### src/hw/rtl/ali_pkg.sv
// Shared types and codes for the array list insert engine.
// No dependencies; used by array_list_insert_engine.
package ali_pkg;

  // Request codes carried on the mode field.
  typedef enum logic [1:0] {
    MODE_LIST   = 2'd0,
    MODE_APPEND = 2'd1,
    MODE_FRONT  = 2'd2,
    MODE_AFTER  = 2'd3
  } mode_e;

  // Result status codes.
  typedef enum logic [2:0] {
    ST_INSERTED  = 3'd0,
    ST_FULL      = 3'd1,
    ST_NOT_FOUND = 3'd2,
    ST_LISTED    = 3'd3,
    ST_EMPTY     = 3'd4
  } status_e;

  localparam int unsigned ElemWidth  = 32;
  localparam int unsigned PosWidth   = 5;
  localparam int unsigned FillWidth  = 6;
  localparam int unsigned MaxResults = 32;

endpackage

### src/hw/rtl/ali_ram.sv
// Generic single-write, single-read synchronous RAM with a registered read.
// No dependencies; instanced by array_list_insert_engine.
module ali_ram #(
  parameter int unsigned WIDTH = 32,
  parameter int unsigned DEPTH = 32
) (
  input  logic                     clk_i,
  input  logic                     we_i,
  input  logic [$clog2(DEPTH)-1:0] waddr_i,
  input  logic [WIDTH-1:0]         wdata_i,
  input  logic                     re_i,
  input  logic [$clog2(DEPTH)-1:0] raddr_i,
  output logic [WIDTH-1:0]         rdata_o
);

  logic [WIDTH-1:0] mem_q [DEPTH];

  always_ff @(posedge clk_i) begin
    if (we_i) begin
      mem_q[waddr_i] <= wdata_i;
    end
    if (re_i) begin
      rdata_o <= mem_q[raddr_i];
    end
  end

endmodule

### src/hw/rtl/array_list_insert_engine.sv
// Array list insert engine: top level with its request sequencer.
// Depends on ali_pkg (codes and field widths) and ali_ram (element memory).
//
// Usage. Requests arrive on the input channel (in_valid_i, in_stall_o, mode_i,
// value_i, key_i); results leave on the output channel (out_valid_o,
// out_stall_i, status_o, element_o, position_o, fill_count_o, last_o). A
// transfer happens on a rising edge where valid is high and stall is low.
// The block works on one request at a time: in_stall_o stays high from the
// transfer of a request until its last result has been loaded into the output
// register, so the next request can be taken while that result still waits.
// Every request ends in exactly one result with last_o set.
// Steps per request, N the fill count: append goes straight to the write;
// front insert moves all N elements up, a read and a write each, then writes;
// insert after a key reads and compares each element searched, moves each
// element behind it, then writes; a listing reads and loads one element at a
// time, capped at 32 elements. Full and empty answers read no memory, and a
// missing key reads every element. The element memory has one read port.
// Reset empties the list at once (fill count cleared); the memory itself is
// never cleared because only written entries are ever read.
// When the receiver stalls, the output register holds its result and the
// sequencer waits on that result before it loads the next one.
module array_list_insert_engine #(
  parameter int unsigned CAPACITY = 32
) (
  input  logic        clk_i,
  input  logic        rst_ni,
  input  logic        in_valid_i,
  output logic        in_stall_o,
  input  logic [1:0]  mode_i,
  input  logic [31:0] value_i,
  input  logic [31:0] key_i,
  output logic        out_valid_o,
  input  logic        out_stall_i,
  output logic [2:0]  status_o,
  output logic [31:0] element_o,
  output logic [4:0]  position_o,
  output logic [5:0]  fill_count_o,
  output logic        last_o
);

  localparam int unsigned IW = $clog2(CAPACITY);
  localparam int unsigned CW = $clog2(CAPACITY + 1);

  // Sequencer states. LIST_RD/LIST_LD walk the list, SRCH_RD/SRCH_CMP look for
  // the key, SHIFT_RD/SHIFT_WR move entries up by one, WRITE places the value.
  typedef enum logic [3:0] {
    S_IDLE,
    S_LIST_RD,
    S_LIST_LD,
    S_SRCH_RD,
    S_SRCH_CMP,
    S_SHIFT_RD,
    S_SHIFT_WR,
    S_WRITE,
    S_EMIT
  } state_e;

  state_e                          state_q, state_d;
  logic [CW-1:0]                   count_q, count_d;
  logic [IW-1:0]                   idx_q, idx_d;
  logic [IW-1:0]                   at_q, at_d;
  logic [ali_pkg::ElemWidth-1:0]   value_q, value_d;
  logic [ali_pkg::ElemWidth-1:0]   key_q, key_d;
  ali_pkg::status_e                res_status_q, res_status_d;
  logic [ali_pkg::PosWidth-1:0]    res_pos_q, res_pos_d;

  // Output register.
  logic                            out_valid_q, out_valid_d;
  logic [2:0]                      status_q, status_d;
  logic [ali_pkg::ElemWidth-1:0]   element_q, element_d;
  logic [ali_pkg::PosWidth-1:0]    position_q, position_d;
  logic [ali_pkg::FillWidth-1:0]   fill_q, fill_d;
  logic                            last_q, last_d;

  // Memory port.
  logic                            ram_we, ram_re;
  logic [IW-1:0]                   ram_waddr, ram_raddr;
  logic [ali_pkg::ElemWidth-1:0]   ram_wdata, ram_rdata;

  logic                            out_load;
  logic                            in_xfer;
  logic                            is_full;
  logic                            idx_is_last;
  logic                            list_last;

  ali_ram #(
    .WIDTH(ali_pkg::ElemWidth),
    .DEPTH(CAPACITY)
  ) u_store (
    .clk_i  (clk_i),
    .we_i   (ram_we),
    .waddr_i(ram_waddr),
    .wdata_i(ram_wdata),
    .re_i   (ram_re),
    .raddr_i(ram_raddr),
    .rdata_o(ram_rdata)
  );

  // The output register may take a new result when it is empty or drains now.
  assign out_load    = !out_valid_q || !out_stall_i;
  assign in_stall_o  = (state_q != S_IDLE);
  assign in_xfer     = in_valid_i && !in_stall_o;
  assign is_full     = (count_q == CW'(CAPACITY));
  // True when idx_q addresses the final stored element.
  assign idx_is_last = ((CW'(idx_q) + CW'(1)) == count_q);
  // A listing ends at the final element or after 32 results, whichever is first.
  assign list_last   = idx_is_last ||
                       (ali_pkg::PosWidth'(idx_q) == ali_pkg::PosWidth'(ali_pkg::MaxResults - 1));

  always_comb begin
    state_d      = state_q;
    count_d      = count_q;
    idx_d        = idx_q;
    at_d         = at_q;
    value_d      = value_q;
    key_d        = key_q;
    res_status_d = res_status_q;
    res_pos_d    = res_pos_q;

    out_valid_d  = out_valid_q && out_stall_i;
    status_d     = status_q;
    element_d    = element_q;
    position_d   = position_q;
    fill_d       = fill_q;
    last_d       = last_q;

    ram_we       = 1'b0;
    ram_waddr    = idx_q;
    ram_wdata    = ram_rdata;
    ram_re       = 1'b0;
    ram_raddr    = idx_q;

    case (state_q)
      S_IDLE: begin
        if (in_xfer) begin
          value_d   = value_i;
          key_d     = key_i;
          idx_d     = '0;
          res_pos_d = '0;
          case (ali_pkg::mode_e'(mode_i))
            ali_pkg::MODE_LIST: begin
              if (count_q == '0) begin
                res_status_d = ali_pkg::ST_EMPTY;
                state_d      = S_EMIT;
              end else begin
                state_d = S_LIST_RD;
              end
            end
            default: begin
              if (is_full) begin
                res_status_d = ali_pkg::ST_FULL;
                state_d      = S_EMIT;
              end else begin
                case (ali_pkg::mode_e'(mode_i))
                  ali_pkg::MODE_APPEND: begin
                    at_d    = IW'(count_q);
                    state_d = S_WRITE;
                  end
                  ali_pkg::MODE_FRONT: begin
                    at_d    = '0;
                    idx_d   = IW'(count_q);
                    state_d = S_SHIFT_RD;
                  end
                  default: begin
                    if (count_q == '0) begin
                      res_status_d = ali_pkg::ST_NOT_FOUND;
                      state_d      = S_EMIT;
                    end else begin
                      state_d = S_SRCH_RD;
                    end
                  end
                endcase
              end
            end
          endcase
        end
      end

      S_LIST_RD: begin
        ram_re    = 1'b1;
        ram_raddr = idx_q;
        state_d   = S_LIST_LD;
      end

      S_LIST_LD: begin
        if (out_load) begin
          out_valid_d = 1'b1;
          status_d    = ali_pkg::ST_LISTED;
          element_d   = ram_rdata;
          position_d  = ali_pkg::PosWidth'(idx_q);
          fill_d      = ali_pkg::FillWidth'(count_q);
          last_d      = list_last;
          idx_d       = idx_q + IW'(1);
          state_d     = list_last ? S_IDLE : S_LIST_RD;
        end
      end

      S_SRCH_RD: begin
        ram_re    = 1'b1;
        ram_raddr = idx_q;
        state_d   = S_SRCH_CMP;
      end

      S_SRCH_CMP: begin
        if (ram_rdata == key_q) begin
          // Key found: open a gap right behind it.
          at_d    = idx_q + IW'(1);
          idx_d   = IW'(count_q);
          state_d = S_SHIFT_RD;
        end else if (idx_is_last) begin
          res_status_d = ali_pkg::ST_NOT_FOUND;
          res_pos_d    = '0;
          state_d      = S_EMIT;
        end else begin
          idx_d   = idx_q + IW'(1);
          state_d = S_SRCH_RD;
        end
      end

      S_SHIFT_RD: begin
        if (idx_q == at_q) begin
          state_d = S_WRITE;
        end else begin
          ram_re    = 1'b1;
          ram_raddr = idx_q - IW'(1);
          state_d   = S_SHIFT_WR;
        end
      end

      S_SHIFT_WR: begin
        ram_we    = 1'b1;
        ram_waddr = idx_q;
        ram_wdata = ram_rdata;
        idx_d     = idx_q - IW'(1);
        state_d   = S_SHIFT_RD;
      end

      S_WRITE: begin
        ram_we       = 1'b1;
        ram_waddr    = at_q;
        ram_wdata    = value_q;
        count_d      = count_q + CW'(1);
        res_status_d = ali_pkg::ST_INSERTED;
        res_pos_d    = ali_pkg::PosWidth'(at_q);
        state_d      = S_EMIT;
      end

      S_EMIT: begin
        if (out_load) begin
          out_valid_d = 1'b1;
          status_d    = res_status_q;
          element_d   = '0;
          position_d  = res_pos_q;
          fill_d      = ali_pkg::FillWidth'(count_q);
          last_d      = 1'b1;
          state_d     = S_IDLE;
        end
      end

      default: begin
        state_d = S_IDLE;
      end
    endcase
  end

  always_ff @(posedge clk_i or negedge rst_ni) begin
    if (!rst_ni) begin
      state_q     <= S_IDLE;
      count_q     <= '0;
      out_valid_q <= 1'b0;
    end else begin
      state_q     <= state_d;
      count_q     <= count_d;
      out_valid_q <= out_valid_d;
    end
  end

  // Payload and working registers need no reset.
  always_ff @(posedge clk_i) begin
    idx_q        <= idx_d;
    at_q         <= at_d;
    value_q      <= value_d;
    key_q        <= key_d;
    res_status_q <= res_status_d;
    res_pos_q    <= res_pos_d;
    status_q     <= status_d;
    element_q    <= element_d;
    position_q   <= position_d;
    fill_q       <= fill_d;
    last_q       <= last_d;
  end

  assign out_valid_o  = out_valid_q;
  assign status_o     = status_q;
  assign element_o    = element_q;
  assign position_o   = position_q;
  assign fill_count_o = fill_q;
  assign last_o       = last_q;

endmodule
### config.mk
export PLATFORM = sky130hd
export DESIGN_NAME = array_list_insert_engine
export DESIGN_NICKNAME = d
export VERILOG_FILES = /design/src/hw/rtl/ali_pkg.sv /design/src/hw/rtl/ali_ram.sv /design/src/hw/rtl/array_list_insert_engine.sv
export SDC_FILE = /design/constraint.sdc
export NUM_CORES = 1
export LEC_CHECK = 0
export BUFFER_PORTS_ARGS = -buffer_cell sky130_fd_sc_hd__buf_2
export CORE_MARGIN = 1
export CORE_UTILIZATION = 40
export CTS_CLUSTER_DIAMETER = 120
export DETAILED_ROUTE_END_ITERATION = 10
export PLACE_DENSITY = 0.62
export SYNTH_ARGS = -nofsm -noshare
export SYNTH_HDL_FRONTEND = slang
export SYNTH_SLANG_ARGS = --single-unit
export TNS_END_PERCENT = 50
### constraint.sdc
create_clock -name clk_i -period 5 [get_ports clk_i]
set_input_delay 1 -clock clk_i [delete_from_list [all_inputs] [get_ports clk_i]]
set_output_delay 1 -clock clk_i [all_outputs]
set_load 0.005 [all_outputs]
==> metrics <==
proportion of synthesized chip area in sequential cells 73.5%; Cell Area, Synth 48,800 sq um; initial antenna violation count 2; growth of design area from synthesis to finish 13.9%; final hold viol count 0; Core Box Area 120,000 sq um; final number of setup-violating endpoints 0; share of cells above drive strength 1 12.8%; maximum number of buffers from clock root to sink 3; type of the tightest min-delay check in -> async; height of the die 351 um; data required time at the worst endpoint 5.44 ns; unrepaired setup endpoints after global routing no; clock buffer count from CTS 116; remaining routing DRC violations 0; final period demand of the worst path 4.32 ns; dominant cell type by area after synthesis sky130_fd_sc_hd__edfxtp_1; Worst Setup Start Kind flop; final estimated routing congestion in global placement 0.889; Synth top cells by count 1,185 x sky130_fd_sc_hd__edfxtp_1, 692 x sky130_fd_sc_hd__nand2_1, 232 x sky130_fd_sc_hd__nand3_1; Worst-Margin Slew 1.32 ns; Reg clk slew, reported paths 0.06 ns; post-route core utilization 46.1%; htree depth 3; post-DR vias/cell 5.84; ranking of synthesized cells by area sky130_fd_sc_hd__edfxtp_1 73%, sky130_fd_sc_hd__nand2_1 5.3%, sky130_fd_sc_hd__nand3_1 2.4%; post-cts repair resize count 0; syn avg cell area 13.7 sq um; most common cell in the netlist sky130_fd_sc_hd__edfxtp_1; Leak 18.3 nW; Worst IR Drop VDD 0.351 mV; kind of critical path reg -> reg; worst hold-check slack 0.158 ns; multi-input gate area in the final layout 12,200 sq um; Total Routing Usage GR 22.5%; number of input and output port buffers inserted 118; IO Pins 119; first-pass GRT wire length 203,000 um; CTS tree built; Ys Warns 0; net count reported at finish 3,773; number of DRC markers in iteration 0 3,768; TritonRoute pass-1 iters 6; clock tree sinks 1,196; leading register cell type out of synthesis sky130_fd_sc_hd__edfxtp_1; Setup Fix Bufs, Post-CTS 0; clock latency on the worst-skew pair 0.74 ns; highest attainable clock frequency 231 MHz; number of global-route vias before repair 29,500; pin count of the biggest net entering global routing 113; Data arrival, critical path 4.76 ns; DIE WIDTH 351 um; aggregate global routing overflow 0; number of max-slew violations in the final report 0; root buffer cell sky130_fd_sc_hd__clkbuf_16; Total Negative Setup Slacks 0 ns; share of Yosys cell area claimed by the top area cell type 72.9%; Rows 127; maximum fanout along the worst path 42; count of cell types in the netlist 66; Vias 31,600; result of the run complete, no violations; Mapped Cells 3,574; number of hold buffers added after CTS 0; FF+latch area 35,900 sq um; Max-cap violations 0; WL final 141,000 um; Worst slew margin 12.0%; kind of end point of the critical path flop; number of enable-type register cells in the synthesized netlist 1,185; count of nets left with antenna violations after detail routing 0; Filler Cells Inserted 10,500; Die Footprint 123,000 sq um; routed len/inst 26.1 um; initial standard-cell utilization of the core 40.5%; total power divided by cell area 586 nW/um^2; estimated wirelength of the detail-placed design 82,500 um; post-synthesis net count 3,652; period utilization 86.4%; setup skew after layout 0.0505 ns; asr flop ratio synth 0.920%; synthesized flop and latch total 1,196
final timing paths:
path	startpoint	endpoint	slack [ns]	cells past startpoint
hold / removal	rst_ni	state_q[1]	0.16	1
hold reg to reg	res_status_q[0]	status_o[0]	0.51	1
setup reg to reg	at_q[2]	u_store.rdata_o[28]	0.68	9
max in group asynchronous	rst_ni	count_q[2]	4.63	1
min in group clk_i	key_i[5]	key_q[5]	0.45	1
setup / recovery	at_q[2]	u_store.rdata_o[28]	0.68	9
power by group:
part | leakage (nW) | internal, mW | switching (mW) | total [mW]
clock | 1.79 | 4.71 | 3.75 | 8.46
sequential | 10.8 | 12.8 | 0.584 | 13.4
combinational | 5.66 | 3.11 | 7.60 | 10.7
total | 18.3 | 20.7 | 11.9 | 32.6
placed cells by master (no fill, tap or decap), types with 18 or more instances in the layout:
cell type,count
sky130_fd_sc_hd__o211ai_1,56
sky130_fd_sc_hd__a22oi_1,45
sky130_fd_sc_hd__nand2_1,689
sky130_fd_sc_hd__o22ai_1,94
sky130_fd_sc_hd__buf_4,114
sky130_fd_sc_hd__nor3_1,27
sky130_fd_sc_hd__mux2i_1,91
sky130_fd_sc_hd__or3_1,18
sky130_fd_sc_hd__nor2b_1,36
sky130_fd_sc_hd__buf_12,19
sky130_fd_sc_hd__clkinv_2,28
sky130_fd_sc_hd__a22o_1,40
sky130_fd_sc_hd__clkinv_1,27
sky130_fd_sc_hd__nor2_1,156
sky130_fd_sc_hd__clkbuf_16,119
sky130_fd_sc_hd__buf_2,118
sky130_fd_sc_hd__o21ai_0,47
sky130_fd_sc_hd__xnor2_1,46
sky130_fd_sc_hd__nand3_1,232
sky130_fd_sc_hd__a21oi_1,149
sky130_fd_sc_hd__edfxtp_1,1185
sky130_fd_sc_hd__nor4_1,36
sky130_fd_sc_hd__nor2_4,37
sky130_fd_sc_hd__clkbuf_1,25
sky130_fd_sc_hd__nor3b_1,43
sky130_fd_sc_hd__a2111oi_0,41
sky130_fd_sc_hd__a41oi_1,51
critical path, cell delays in order, from the launching register on:
cell	delay, ns
sky130_fd_sc_hd__edfxtp_1	0.50
sky130_fd_sc_hd__xnor2_1	0.50
sky130_fd_sc_hd__and4_4	0.48
sky130_fd_sc_hd__mux2i_4	0.58
sky130_fd_sc_hd__nor2_8	0.26
sky130_fd_sc_hd__nor2_4	0.52
sky130_fd_sc_hd__buf_4	0.33
sky130_fd_sc_hd__nand3_1	0.12
sky130_fd_sc_hd__a41oi_1	0.58
sky130_fd_sc_hd__nor4_1	0.14
kinds of logic after synthesis:
kind of cell	count (synthesis)	share of synthesized area (%)
compound gates	624	8.78
xor+xnor	55	1.00
fa+ha+maj	8	0.205
buf+inv	262	2.40
flops	1196	73.5
mux	97	2.03
simple gates	1332	12.1
metrics by stage:
stage | area [sq um] | cells | setup slack, ns | total power, mW
6_report | 55600 | 5403 | 0.679 | 32.6
3_5_place_dp | 51900 | 5189 | 0.777 | 24.2
3_3_place_gp | 51900 | 5189 | 0.976 | 24.1
2_1_floorplan | 48800 | 3574 | 0.466 | 20.0
4_1_cts | 55600 | 5402 | 0.780 | 32.6
5_1_grt | 55600 | 5402 | 0.526 | 33.9
state kept, by name, indices dropped and copies added, names as in the netlist, 3 cells and up:
name,flops
element_o,32
count_q,6
u_store.rdata_o,32
fill_count_o,6
state_q,4
res_pos_q,5
u_store.mem_q,1024
key_q,32
idx_q,5
res_status_q,3
status_o,3
value_q,32
at_q,5
position_o,5
final cells by class:
class,instances,share of cell area (%)
Clock buffer,144,5.53
Tap cell,1612,3.63
Sequential cell,1196,64.5
Antenna cell,1,0.00450
Timing Repair Buffer,251,3.29
Inverter,14,0.0946
Multi-Input combinational cell,2116,21.9
Clock inverter,69,1.03
per-layer routing:
metal	GRT usage (%)	share of wire (%)	up-vias
met1	30.9	41	16000
met2	35.7	47	1584
met3	3.95	9.1	224
li1	-	-	13800
met5	0	0.0092	-
met4	8.33	3.4	2
Power figures use the tool's default switching activity.
